===== src/hw/rtl/assert_macros.svh =====
// Assertion macros shared by the RTL
`ifndef ASSERT_MACROS_SVH
`define ASSERT_MACROS_SVH

// Condition must hold at every clock edge outside reset
`define ASSERT_ALWAYS(lbl, clk, rst_n, cond, msg) \
	lbl: assert property (@(posedge clk) disable iff (!rst_n) (cond)) else $error(msg);

// If pre holds at one edge, post must hold at the next
`define ASSERT_NEXT(lbl, clk, rst_n, pre, post, msg) \
	lbl: assert property (@(posedge clk) disable iff (!rst_n) (pre) |=> (post)) else $error(msg);

`endif


===== src/hw/rtl/ecc_pkg.sv =====
// Types and constants for the elevator car controller
`default_nettype none
package ecc_pkg;
	localparam int MAX_RIDERS  = 16;
	localparam int FLOOR_COUNT = 64;
	localparam int FLOOR_W     = 6;
	localparam int CNT_W       = $clog2(MAX_RIDERS + 1);
	localparam int IDX_W       = $clog2(MAX_RIDERS);
	localparam int CFG_IDX_W   = 2;
	localparam int CFG_DATA_W  = 6;

	localparam logic [FLOOR_W-1:0] FLOOR_MAX   = FLOOR_W'(FLOOR_COUNT - 1);
	localparam logic [FLOOR_W-1:0] TOP_RESET   = FLOOR_W'(15);
	localparam logic [CNT_W-1:0]   CAP_RESET   = CNT_W'(10);
	localparam logic [CNT_W-1:0]   CAP_MAX     = CNT_W'(MAX_RIDERS);

	typedef enum logic [CFG_IDX_W-1:0] {
		REG_TOP_FLOOR   = 2'd0,
		REG_START_FLOOR = 2'd1,
		REG_CAPACITY    = 2'd2,
		REG_UNUSED      = 2'd3
	} reg_idx_t;

	typedef enum logic [1:0] {
		STAT_OK   = 2'd0,
		STAT_FULL = 2'd1,
		STAT_SAME = 2'd2,
		STAT_HIGH = 2'd3
	} status_t;

	typedef enum logic {
		KIND_BOARD = 1'b0,
		KIND_MOVE  = 1'b1
	} kind_t;

	typedef struct packed {
		kind_t              kind;
		logic [FLOOR_W-1:0] dest_floor;
	} cmd_t;

	typedef struct packed {
		status_t            status;
		logic [FLOOR_W-1:0] car_position;
		logic               heading_up;
		logic [CNT_W-1:0]   rider_count;
		logic [CNT_W-1:0]   alighted;
		logic [FLOOR_W-1:0] target_floor;
		logic               target_valid;
	} result_t;
endpackage
`default_nettype wire


===== src/hw/rtl/elevator_car_controller_core.sv =====
// Elevator car controller: rider slots scanned by one shared compare unit
//
//  channel | signals                                   | transaction
//  --------+-------------------------------------------+-----------------------------
//  command | start, busy, cmd                          | start && !busy
//  result  | done, result                              | done high for one cycle
//  config  | cfg_valid, cfg_ready, cfg_index, cfg_data | cfg_valid && cfg_ready
//
// Board goes straight to done. Move: scan pass if the heading is rechecked,
// then step, drop pass; each pass feeds every slot to the shared comparator.
// Reset clears all control state and every rider valid bit at once.
// Results cannot stall; done pulses the cycle after a board start or last pass.
// Config writes are held off while busy.
`default_nettype none
module elevator_car_controller_core (
	input  wire                           clk,
	input  wire                           arst_n,
	input  wire                           start,
	output logic                          busy,
	input  ecc_pkg::cmd_t                 cmd,
	output logic                          done,
	output ecc_pkg::result_t              result,
	input  wire                           cfg_valid,
	output logic                          cfg_ready,
	input  wire [ecc_pkg::CFG_IDX_W-1:0]  cfg_index,
	input  wire [ecc_pkg::CFG_DATA_W-1:0] cfg_data
);
	import ecc_pkg::*;

	typedef enum logic [4:0] {
		S_IDLE = 5'b00001,
		S_SCAN = 5'b00010,
		S_STEP = 5'b00100,
		S_DROP = 5'b01000,
		S_DONE = 5'b10000
	} state_t;

	state_t                 state_q;
	logic [FLOOR_W-1:0]     top_q;
	logic [CNT_W-1:0]       cap_q;
	logic [FLOOR_W-1:0]     car_q;
	logic                   up_q;
	logic [FLOOR_W-1:0]     rev_floor_q;
	logic                   rev_valid_q;
	logic [MAX_RIDERS-1:0]  valid_q;
	logic [FLOOR_W-1:0]     floors_q [MAX_RIDERS];
	logic [CNT_W-1:0]       cnt_q;
	logic [IDX_W-1:0]       idx_q;
	logic [CNT_W-1:0]       above_q;
	logic [CNT_W-1:0]       below_q;
	logic [FLOOR_W-1:0]     lo_q;
	logic [FLOOR_W-1:0]     hi_q;
	logic                   any_q;
	logic                   scan_q;
	logic [CNT_W-1:0]       left_q;
	status_t                status_q;

	logic [FLOOR_W-1:0]     top_eff;
	logic [CNT_W-1:0]       cap_eff;
	logic [IDX_W-1:0]       free_idx;
	logic                   slot_v;
	logic [FLOOR_W-1:0]     slot_f;
	logic                   slot_gt;
	logic                   slot_lt;
	logic                   last_idx;
	logic                   head_new;
	status_t                board_stat;
	reg_idx_t               wr_idx;

	assign top_eff  = (top_q > FLOOR_MAX) ? FLOOR_MAX : top_q;
	assign cap_eff  = (cap_q > CAP_MAX) ? CAP_MAX : cap_q;
	assign busy     = !state_q[0];
	assign done     = (state_q == S_DONE);
	assign cfg_ready = !busy;
	assign wr_idx   = reg_idx_t'(cfg_index);

	// shared compare unit on the slot under the scan index
	assign slot_v   = valid_q[idx_q];
	assign slot_f   = floors_q[idx_q];
	assign slot_gt  = slot_f > car_q;
	assign slot_lt  = slot_f < car_q;
	assign last_idx = (idx_q == IDX_W'(MAX_RIDERS - 1));

	always_comb begin
		free_idx = '0;
		for (int i = MAX_RIDERS - 1; i >= 0; i--) begin
			if (!valid_q[i]) free_idx = IDX_W'(i);
		end
	end

	always_comb begin
		priority if (cnt_q >= cap_eff) begin
			board_stat = STAT_FULL;
		end else if (cmd.dest_floor == car_q) begin
			board_stat = STAT_SAME;
		end else if (cmd.dest_floor > top_eff) begin
			board_stat = STAT_HIGH;
		end else begin
			board_stat = STAT_OK;
		end
	end

	always_comb begin
		priority if (!scan_q) begin
			head_new = up_q;
		end else if (above_q > below_q) begin
			head_new = 1'b1;
		end else if (below_q > above_q) begin
			head_new = 1'b0;
		end else begin
			head_new = up_q;
		end
	end

	always_ff @(posedge clk) begin
		if (state_q == S_IDLE && start && cmd.kind == KIND_BOARD && board_stat == STAT_OK) begin
			floors_q[free_idx] <= cmd.dest_floor;
		end
	end

	always_ff @(posedge clk or negedge arst_n) begin
		if (!arst_n) begin
			state_q     <= S_IDLE;
			top_q       <= TOP_RESET;
			cap_q       <= CAP_RESET;
			car_q       <= '0;
			up_q        <= 1'b1;
			rev_floor_q <= '0;
			rev_valid_q <= 1'b0;
			valid_q     <= '0;
			cnt_q       <= '0;
			idx_q       <= '0;
			above_q     <= '0;
			below_q     <= '0;
			lo_q        <= '0;
			hi_q        <= '0;
			any_q       <= 1'b0;
			scan_q      <= 1'b0;
			left_q      <= '0;
			status_q    <= STAT_OK;
		end else begin
			if (cfg_valid && cfg_ready) begin
				unique case (wr_idx)
					REG_TOP_FLOOR: top_q <= cfg_data[FLOOR_W-1:0];
					REG_START_FLOOR: begin
						car_q <= (cfg_data[FLOOR_W-1:0] > FLOOR_MAX) ? FLOOR_MAX
						         : cfg_data[FLOOR_W-1:0];
					end
					REG_CAPACITY: cap_q <= cfg_data[CNT_W-1:0];
					default: ;
				endcase
			end
			unique case (state_q)
				S_IDLE: begin
					if (start) begin
						idx_q  <= '0;
						left_q <= '0;
						if (cmd.kind == KIND_BOARD) begin
							status_q <= board_stat;
							if (board_stat == STAT_OK) begin
								valid_q[free_idx] <= 1'b1;
								cnt_q             <= cnt_q + CNT_W'(1);
							end
							state_q <= S_DONE;
						end else begin
							status_q <= STAT_OK;
							above_q  <= '0;
							below_q  <= '0;
							any_q    <= 1'b0;
							if (!rev_valid_q || rev_floor_q == car_q) begin
								scan_q  <= 1'b1;
								state_q <= S_SCAN;
							end else begin
								scan_q  <= 1'b0;
								state_q <= S_STEP;
							end
						end
					end
				end
				S_SCAN: begin
					if (slot_v) begin
						if (slot_gt) above_q <= above_q + CNT_W'(1);
						if (slot_lt) below_q <= below_q + CNT_W'(1);
						any_q <= 1'b1;
						if (!any_q || slot_f < lo_q) lo_q <= slot_f;
						if (!any_q || slot_f > hi_q) hi_q <= slot_f;
					end
					idx_q <= idx_q + IDX_W'(1);
					if (last_idx) state_q <= S_STEP;
				end
				S_STEP: begin
					if (scan_q) begin
						rev_valid_q <= any_q;
						rev_floor_q <= !any_q ? '0 : (head_new ? hi_q : lo_q);
					end
					if (head_new) begin
						if (car_q >= top_eff) begin
							up_q <= 1'b0;
							if (car_q != '0) car_q <= car_q - FLOOR_W'(1);
						end else begin
							up_q  <= 1'b1;
							car_q <= car_q + FLOOR_W'(1);
						end
					end else begin
						if (car_q == '0) begin
							up_q <= 1'b1;
							if (top_eff != '0) car_q <= FLOOR_W'(1);
						end else begin
							up_q  <= 1'b0;
							car_q <= car_q - FLOOR_W'(1);
						end
					end
					idx_q   <= '0;
					state_q <= S_DROP;
				end
				S_DROP: begin
					if (slot_v && !slot_gt && !slot_lt) begin
						valid_q[idx_q] <= 1'b0;
						left_q         <= left_q + CNT_W'(1);
						cnt_q          <= cnt_q - CNT_W'(1);
					end
					idx_q <= idx_q + IDX_W'(1);
					if (last_idx) state_q <= S_DONE;
				end
				S_DONE: state_q <= S_IDLE;
				default: state_q <= S_IDLE;
			endcase
		end
	end

	always_comb begin
		result.status       = status_q;
		result.car_position = car_q;
		result.heading_up   = up_q;
		result.rider_count  = cnt_q;
		result.alighted     = left_q;
		result.target_floor = rev_floor_q;
		result.target_valid = rev_valid_q;
	end

`include "assert_macros.svh"

	`ASSERT_ALWAYS(a_cnt_matches, clk, arst_n, cnt_q == CNT_W'($countones(valid_q)), "rider count out of step with valid bits")
	`ASSERT_ALWAYS(a_cnt_cap, clk, arst_n, cnt_q <= CAP_MAX, "rider count above slot count")
	`ASSERT_NEXT(a_done_pulse, clk, arst_n, done, !done && !busy, "done held or busy after result")
	`ASSERT_ALWAYS(a_no_target, clk, arst_n, rev_valid_q || rev_floor_q == '0, "target floor set without valid")

endmodule
`default_nettype wire

===== config.mk =====
export PLATFORM = sky130hd
export DESIGN_NAME = elevator_car_controller_core
export DESIGN_NICKNAME = d
export VERILOG_FILES = /design/src/hw/rtl/ecc_pkg.sv /design/src/hw/rtl/elevator_car_controller_core.sv
export VERILOG_INCLUDE_DIRS = /design/src /design/src/hw/rtl
export SDC_FILE = /design/constraint.sdc
export NUM_CORES = 1
export LEC_CHECK = 0
export BUFFER_PORTS_ARGS = -buffer_cell sky130_fd_sc_hd__buf_2
export CORE_UTILIZATION = 25
export DETAILED_ROUTE_END_ITERATION = 10
export PLACE_DENSITY_LB_ADDON = 0.12
export SYNTH_ARGS = -nofsm -noshare
export SYNTH_HDL_FRONTEND = slang
export SYNTH_SLANG_ARGS = --single-unit
export TNS_END_PERCENT = 5

===== constraint.sdc =====
create_clock -name clk -period 9.8 [get_ports clk]
set_input_delay 1.96 -clock clk [delete_from_list [all_inputs] [get_ports clk]]
set_output_delay 1.96 -clock clk [all_outputs]
set_load 0.01 [all_outputs]

Word-level counts from Yosys, hierarchy flattened:

Memory sizes are Yosys's and may differ from the RTL's.
Index checks and enable logic that the tools add are counted.

* register bits: 86
* RAM bits: 96
* input bits: 19
* output and inout port bits: 29
* logic and storage cells: 187
* memories kept: 1

Memory list
* floors_q: words 16, bits a word 6, read ports 1, clocked after memory_dff 0, write ports 1, line elevator_car_controller_core.sv:46 `logic [FLOOR_W-1:0] floors_q [MAX_RIDERS];`

* $add $sub $neg: 8
* $lt $le $gt $ge: 16
* eq/ne operators: 20
* muxes and demuxes: 81
* bitwise gates (word level): 4
* reduce and logical (&&, ||, !) cells: 39

Operators by type and width (count)
* 2-to-1 mux 5 bit: 17
* 2-to-1 mux 6 bit: 12
* 2-to-1 mux 4 bit: 17
* 2-to-1 mux 16 bit: 4
* one-hot mux 5 bit (2 select lines): 4
* one-hot mux 16 bit (2 select lines): 1
* adder 5 x 1 -> 5 bit (second input constant): 4
* one-hot mux 5 bit (4 select lines): 1
* greater-than comparator 6 bit: 3
* inequality test 2 bit (second input constant): 9
* bitwise AND 16 bit: 1
* NOT 16 bit: 1
* bitwise OR 16 bit: 1
* 2-to-1 mux 1 bit: 15
* AND reduction 3 bit: 5
* AND reduction 5 bit: 3
* == test 6 bit: 2
* greater-than comparator 6 bit (second input constant): 2
* less-than comparator 6 bit: 2
* one-hot mux 4 bit (3 select lines): 1
* nonzero test 6 bit: 2
* greater-than comparator 5 bit: 2
* less-than comparator 4 x 5 -> 1 bit (second input constant): 2
* AND reduction 2 bit: 5
* 32 further kinds: 52

Longest topological paths before layout:

Gate-level depths: netlist (run 1).

* depth after elaboration: 25
* mapped depth: 13
* depth with buffers taken out: 11

Worst setup path after synthesis (run 1):

No wires, ideal clock.

* kind: input to register
* start: in start
* end: mem floors_q[13][0], enable pin
* arrival time: 3600 ps
* required time: 9450 ps
* setup slack: 5851 ps
* stages on the path: 5
* cells stage by stage: nand4_1 a2111oi_0 and3_1 nand4_1 nor2_1

* word-level cells in the longest chain between the ends: 5

RTL lines
* start: declaration: line elevator_car_controller_core.sv:18 `input wire start,`
* logical AND 1 bit (3 in a row): line elevator_car_controller_core.sv:116 `if (state_q == S_IDLE && start && cmd.kind == KIND_BOARD && board_stat == STAT_OK) begin`
* 2-to-1 mux 1 bit: line elevator_car_controller_core.sv:116
* 2-to-1 mux 1 bit (not written as such): line elevator_car_controller_core.sv:117 `floors_q[free_idx] <= cmd.dest_floor;`
* end: declaration: line elevator_car_controller_core.sv:46

Every way passes these cells.

Worst setup path after layout (run 1):

* start: reg idx_q[0]
* end: reg cnt_q[4]

* word-level cells in the longest chain between the ends: 7
* elaborated cells on any way between the ends: 11
* classes of those cells: order compare: 2; eq/ne: 1; mux: 2; reduce/logical: 5; memory: 1

RTL lines
* start: declaration: line elevator_car_controller_core.sv:48 `logic [IDX_W-1:0] idx_q;`
* start signal: assignment: line elevator_car_controller_core.sv:188 `idx_q <= idx_q + IDX_W'(1);`
* start signal: assignment: line elevator_car_controller_core.sv:222 `idx_q <= idx_q + IDX_W'(1);`
* memory (16 x 6 bit) *
* via slot_f[5]: line elevator_car_controller_core.sv:62 `logic [FLOOR_W-1:0] slot_f;`
* greater-than comparator 6 bit: line elevator_car_controller_core.sv:80 `assign slot_gt = slot_f > car_q;`
* zero test 1 bit: line elevator_car_controller_core.sv:217 `if (slot_v && !slot_gt && !slot_lt) begin`
* logical AND 1 bit: line elevator_car_controller_core.sv:217
* logical AND 1 bit *: line elevator_car_controller_core.sv:217
* inequality test 2 bit (no line) *
* AND reduction 5 bit (no line) *
* end signal: assignment: line elevator_car_controller_core.sv:162 `cnt_q <= cnt_q + CNT_W'(1);`
* end signal: assignment: line elevator_car_controller_core.sv:220 `cnt_q <= cnt_q - CNT_W'(1);`
* end: declaration: line elevator_car_controller_core.sv:47 `logic [CNT_W-1:0] cnt_q;`

The timed path passes the listed nets; every way through them passes the cells marked *. The select of a mux whose other input is x is not followed.
A chain may end at the register's enable or synchronous reset.

==> flow_summary.yaml, run 1 <==
global_routing:
  grt_max_degree: 59
  grt_pass1_vias: 6170
  grt_pass1_wl_um: 39300
  antenna_found_initial: 0
  grt_overflow: 0
  grt.total_usage_pct: 13.7
worst_setup_path:
  worstSetupStartpointType: "flop"
  setup.worst_path.end_class: "flop"
  worstPathMaxFanout: 30
  reg2regPathDepth: 9
  critPathTopFamily: "compound AO/OA/AOI/OAI gates"
  cp.required_ns: 10.12
  critPathMaxStageDelay_ns: 1.00
  r2r-start: "idx_q[0]"
  crit_start: "idx_q[0]"
  regToRegSetupSlack_ns: 4.97
  critical_path_class: "reg2reg"
  cp.depth: 9
  crit_chain: "mux4_2, mux4_2, ha_1, and2_1, a221oi_1, a221oi_1, a31oi_1, nor2_1, xor2_1"
  rr_endpoint: "cnt_q[4]"
  slowest_stage: "dfrtp_2"
  critical_path_arrival_ns: 5.14
  path_buf_inv: 0
floorplan:
  rows: 70
  die_w_um: 195
  dieHeight_um: 195
  initial_core_util_pct: 25.4
  design.core.area_mm2: 0.0366
  pin_count: 48
  die-area_mm2: 0.0380
final_layout:
  layout.cells.non_filler: 1301
  fin_nets: 892
  syn2layout_area_growth_pct: 14.5
  drive_gt1_share_pct: 17.9
  final_area_mm2: 0.0107
  fillers: 3783
  diodes: 0
hold_path:
  hold_end: "status_q[0]"
  hold_class: "reg2reg"
  hold_start: "status_q[0]"
  min_path_cells: 2
placement:
  port_buffers: 47
  gp_congestion: 0.771
  hpwl_um: 17800
  placed_area_mm2: 0.0101
  dp_slack_ns: 4.83
  dp_cells: 1269
pwr:
  power_switching_mw: 1.14
  vdd_drop_max_mv: 0.124
  power.density_mw_per_mm2: 270
  pwr-share-clk_pct: 24.2
  switching_share_pct: 39.8
  combPwrFrac_pct: 37.7
  p_int_mw: 1.73
  leakagePower_nw: 4.27
  seqPwrFrac_pct: 38.1
drt:
  detail-route-antenna-nets: 0
  first_iter_violations: 431
  route.vias.total: 6214
  drt_drc_violations_left: 0
  avgRoutedWirePerCell_um: 19.5
  dr.pass1.iters: 5
  drt_wl_total_um: 25400
  viasPerCell: 4.78
clocking:
  ctsHoldBuffers: 0
  cts_tree: "done"
  clk_path_buf_depth: 2
  htreeDepth: 4
  post_cts_buffers: 0
  clockRootBuffer: "clkbuf_16"
  cts_buffers: 17
  clkTransAtPathRegs_ns: 0.08
  clock_sinks: 182
  clk-insertion-delay-late_ns: 0.44
  cts_resized: 0
yosys:
  synth_nets: 844
  yosys.area.top_type: "edfxtp_1"
  ys_seq_area_share_pct: 54.2
  synth_cell_types: 61
  synth_edf_count: 96
  syn-instance-count: 772
  synthArstFlopShare_pct: 47.3
  yosys_warnings: 0
  yosysMostFrequentCell: "edfxtp_1"
  synth.top_cell.area_share_pct: 31.0
  ys.flop_type: "edfxtp_1"
  synth_seq_cells: 182
  syn_area_mm2: 0.00931
  synthTopCellsByArea: "edfxtp_1 31%, dfrtp_1 21%, mux4_2 8.0%, ha_1 7.0%, o21ai_0 3.2%"
  syn_area_per_cell_um2: 12.1
  netlist_top_cells_count: "96 x edfxtp_1, 78 x dfrtp_1, 68 x nand2_1, 60 x o21ai_0, 53 x inv_1"
timing:
  setup_viol_count_final: 0
  period_minus_slack_ns: 4.83
  maxSlewViolCount: 0
  hold_violations: 0
  worst_slew_pin_slew_ns: 1.09
  relSlewSlack_pct: 26.6
  fin_ws_ns: 4.97
  whs_ns: 0.487
  finClkSkew_ns: 0.0191
  fmax_mhz: 207
  setup_tns_ns: 0
  rsz0062_at_grt: "false"
  finalCritPeriodShare_pct: 49.2
outcome:
  outcome: "complete, no violations"
run:
  cap_violations: 0
[worst max path at each step]
stage / to / slack (ns)
floorplan: floors_q[13][0] / 5.85
global placement: cnt_q[4] / 4.93
detailed placement: cnt_q[4] / 4.83
CTS: cnt_q[4] / 4.81
global route: cnt_q[4] / 4.51
finish: cnt_q[4] / 4.97
[state kept, by name (all words and copies together) (netlist names)]
register,count
floors_q,96
valid_q,16
car_q,6
hi_q,6
lo_q,6
rev_floor_q,6
top_q,6
above_q,5
below_q,5
cap_q,5
cnt_q,5
left_q,5
state_q,5
idx_q,4
status_q,2
any_q,1
rev_valid_q,1
scan_q,1
up_q,1
[per-stage QoR]
stage | utilization, % | total power, mW
floorplan | - | 1.84
global placement | 27.5 | 2.22
detailed placement | 27.5 | 2.22
CTS | 29.1 | 2.92
global route | 29.1 | 3.09
finish | 29.1 | 2.88
[routing by layer]
| layer | part of all wire [%] | vias to the layer above | wire (µm) | global-route usage, % |
|---|---|---|---|---|
| met2 | 44 | 106 | 11200 | 20.5 |
| met3 | 3.1 | 9 | 793 | 2.50 |
| met1 | 52 | 3148 | 13200 | 20.5 |
| li1 | - | 2951 | - | - |
| met5 | 0 | - | 0 | 0 |
| met4 | 0.62 | 0 | 156 | 2.86 |
[power by group through the flow]
stage / Combinational [mW] / Sequential (mW) / Clock [mW]
4_1_cts: 1.10 / 1.10 / 0.714
5_1_grt: 1.22 / 1.12 / 0.744
6_report: 1.08 / 1.10 / 0.695
2_1_floorplan: 0.807 / 1.03 / 0
3_5_place_dp: 1.10 / 1.12 / 0
3_3_place_gp: 1.10 / 1.12 / 0
[cell usage in the layout (no fill, tap or decap), types with 10 or more instances in the layout]
| master | synthesis | final |
|---|---|---|
| mux2_2 | 18 | 18 |
| buf_2 | 6 | 46 |
| xor2_1 | 16 | 16 |
| edfxtp_1 | 96 | 96 |
| mux2i_1 | 12 | 12 |
| nor2_1 | 51 | 51 |
| a21oi_1 | 29 | 29 |
| xnor2_1 | 13 | 13 |
| nand2_1 | 68 | 68 |
| ha_1 | 52 | 52 |
| clkbuf_16 | 0 | 17 |
| dfrtp_1 | 78 | 77 |
| nor2b_1 | 10 | 10 |
| nand3_1 | 33 | 33 |
| inv_1 | 53 | 53 |
| a21o_1 | 10 | 10 |
| o21ai_0 | 60 | 60 |
| mux4_2 | 33 | 33 |
[tightest hold or removal path: cells and delay by family (launching register included)]
family           cells  cell delay (ns)
AO/OA/AOI/OAI        1             0.05
flip-flops           1             0.35
AND/OR/NAND/NOR      1             0.05
[cells by family after synthesis]
kind of cell               after synthesis  share of synthesized area [%]
muxes                                   63                           11.4
DFF                                    182                           54.2
xor gates and xnor gates                29                           2.73
and+or+nand+nor                        212                           10.7
adders and majority gates               53                           7.20
AOI/OAI and AO/OA                      155                           10.4
buffers and inverters                   78                           3.39
[layout make-up]
cell class                      instances  area, µm²  share of cell area [%]
Multi-Input combinational cell        512       3950                    37.1
Timing Repair Buffer                   54        290                    2.72
Clock buffer                           18        429                    4.02
Tap cell                              468        586                    5.49
Sequential cell                       182       5050                    47.3
Inverter                               53        199                    1.87
Clock inverter                         14        163                    1.53
No activity file was read; power rests on OpenSTA's default activity.
==> run 2, diff against run 1 <==
clock period = 5 ns   (was 9.8 ns; I/O delays follow)
==> flow_summary.yaml, run 2 (same netlist as run 1, synthesis figures left out) <==
outcome:
  outcome: "complete, no violations"
worst_setup_path:
  critPathTopFamily: "multiplexers"
  path_buf_inv: 2
  cp.depth: 11
  crit_chain: "mux4_2, mux4_2, ha_1, and2_1, a221oi_1, buf_4, a221oi_1, buf_4, a31oi_1, nor2_1, xor2_1"
  critPathMaxStageDelay_ns: 0.82
  regToRegSetupSlack_ns: 0.80
  worstSetupStartpointType: "flop"
  critical_path_class: "reg2reg"
  r2r-start: "idx_q[0]"
  rr_endpoint: "cnt_q[4]"
  worstPathMaxFanout: 21
  reg2regPathDepth: 11
  crit_start: "idx_q[0]"
  cp.required_ns: 5.33
  slowest_stage: "dfrtp_2"
  endpoint: "cnt_q[4]"
  setup.worst_path.end_class: "flop"
  critical_path_arrival_ns: 4.53
floorplan:
  die_w_um: 195
  dieHeight_um: 195
  rows: 70
  die-area_mm2: 0.0380
  design.core.area_mm2: 0.0366
  pin_count: 48
  initial_core_util_pct: 25.4
final_layout:
  regMostFlops: "floors_q"
  largest_register_ffs: 96
  drive_gt1_share_pct: 20.2
  final_area_mm2: 0.0109
  syn2layout_area_growth_pct: 16.9
  final_cell_mix: "96 x edfxtp_1, 77 x dfrtp_1, 68 x nand2_1"
  top_regs: "floors_q x96, valid_q x16"
  fillers: 3756
  layout_commonest_cell: "edfxtp_1"
  fin_nets: 915
  diodes: 0
hold_path:
  hold_class: "reg2reg"
drt:
  route.vias.total: 6222
  avgRoutedWirePerCell_um: 19.7
  detail-route-antenna-nets: 0
  viasPerCell: 4.70
  first_iter_violations: 403
  dr.pass1.iters: 4
  drt_wl_total_um: 26100
  drt_drc_violations_left: 0
placement:
  placed_area_mm2: 0.0103
  port_buffers: 47
  gp_congestion: 0.809
  hpwl_um: 19100
clocking:
  post_cts_buffers: 0
  cts_buffers: 17
  cts_tree: "done"
  clockRootBuffer: "clkbuf_16"
  clock_sinks: 182
  htreeDepth: 4
  ctsHoldBuffers: 0
  clk-insertion-delay-late_ns: 0.45
  clk_path_buf_depth: 2
  cts_resized: 0
  clkTransAtPathRegs_ns: 0.08
global_routing:
  grt_max_degree: 54
  grt_pass1_vias: 6318
  grt_overflow: 0
  grt.total_usage_pct: 14.3
  antenna_found_initial: 0
  grt_pass1_wl_um: 40300
timing:
  worst_slew_pin_slew_ns: 1.09
  rsz0062_at_grt: "false"
  setup_tns_ns: 0
  period_minus_slack_ns: 4.20
  finClkSkew_ns: 0.0169
  relSlewSlack_pct: 26.9
  finalCritPeriodShare_pct: 84.0
  fmax_mhz: 238
  maxSlewViolCount: 0
  hold_violations: 0
  setup_viol_count_final: 0
pwr:
  vdd_drop_max_mv: 0.251
  leakagePower_nw: 4.41
  power.density_mw_per_mm2: 522
run:
  cap_violations: 0
run 2: cell count changes in the layout (fill, tap and decap cells not counted), sizes merged:
cell      previous run  this run
clkbuf              18        17
clkinv               6         8
clkinvlp             2         0
buf                 54        77
inv                 59        60
run 2: power by group:
group          switching [mW]  total (mW)  internal, mW  leakage [nW]
Combinational            1.20        2.12         0.926          2.22
Clock                   0.723        1.41         0.689         0.301
Sequential              0.325        2.15          1.82          1.89
Total                    2.25        5.68          3.44          4.41
run 2: through the flow:
stage / setup slack (ns) / std cells / power (mW) / hold WS (ns) / util (%)
after floorplan: 1.11 / 772 / 3.60 / 0.465 / -
after global placement: 0.729 / 1292 / 4.34 / 0.485 / 28.0
after detailed placement: 0.733 / 1292 / 4.33 / 0.483 / 28.0
after CTS: 0.712 / 1324 / 5.77 / 0.499 / 29.7
after global routing: 0.442 / 1324 / 6.11 / 0.514 / 29.7
final: 0.802 / 1324 / 5.68 / 0.491 / 29.7
run 2: worst min-delay path by stage:
stage	from	to	slack, ns	depth (start not counted)
floorplan	up_q	up_q	0.46	2
global placement	cap_q[0]	cap_q[0]	0.48	1
detailed placement	status_q[0]	status_q[0]	0.48	2
CTS	status_q[0]	status_q[0]	0.50	2
global route	status_q[0]	status_q[0]	0.51	2
finish	status_q[0]	status_q[0]	0.49	2
run 2: final cells by class:
cell class / count / area, µm² / area share (%)
tap: 468 / 586 / 5.38
clock inverter: 15 / 199 / 1.83
inverter: 53 / 199 / 1.83
sequential: 182 / 5050 / 46.4
clock buffer: 17 / 425 / 3.91
timing repair buffer: 77 / 475 / 4.37
multi-input combinational: 512 / 3950 / 36.3
run 2: tightest hold or removal path: cells and delay by family (launching register included):
kind | cells | cell delay [ns]
AO/OA/AOI/OAI | 1 | 0.06
flip-flops | 1 | 0.35
AND/OR/NAND/NOR | 1 | 0.05
run 2: routing by layer:
metal / routed length, µm / vias up / track usage [%]
met5: 0 / - / 0
met4: 320 / 0 / 4.17
met3: 635 / 15 / 2.59
met2: 11900 / 97 / 22.2
met1: 13300 / 3099 / 20.4
li1: - / 3011 / -
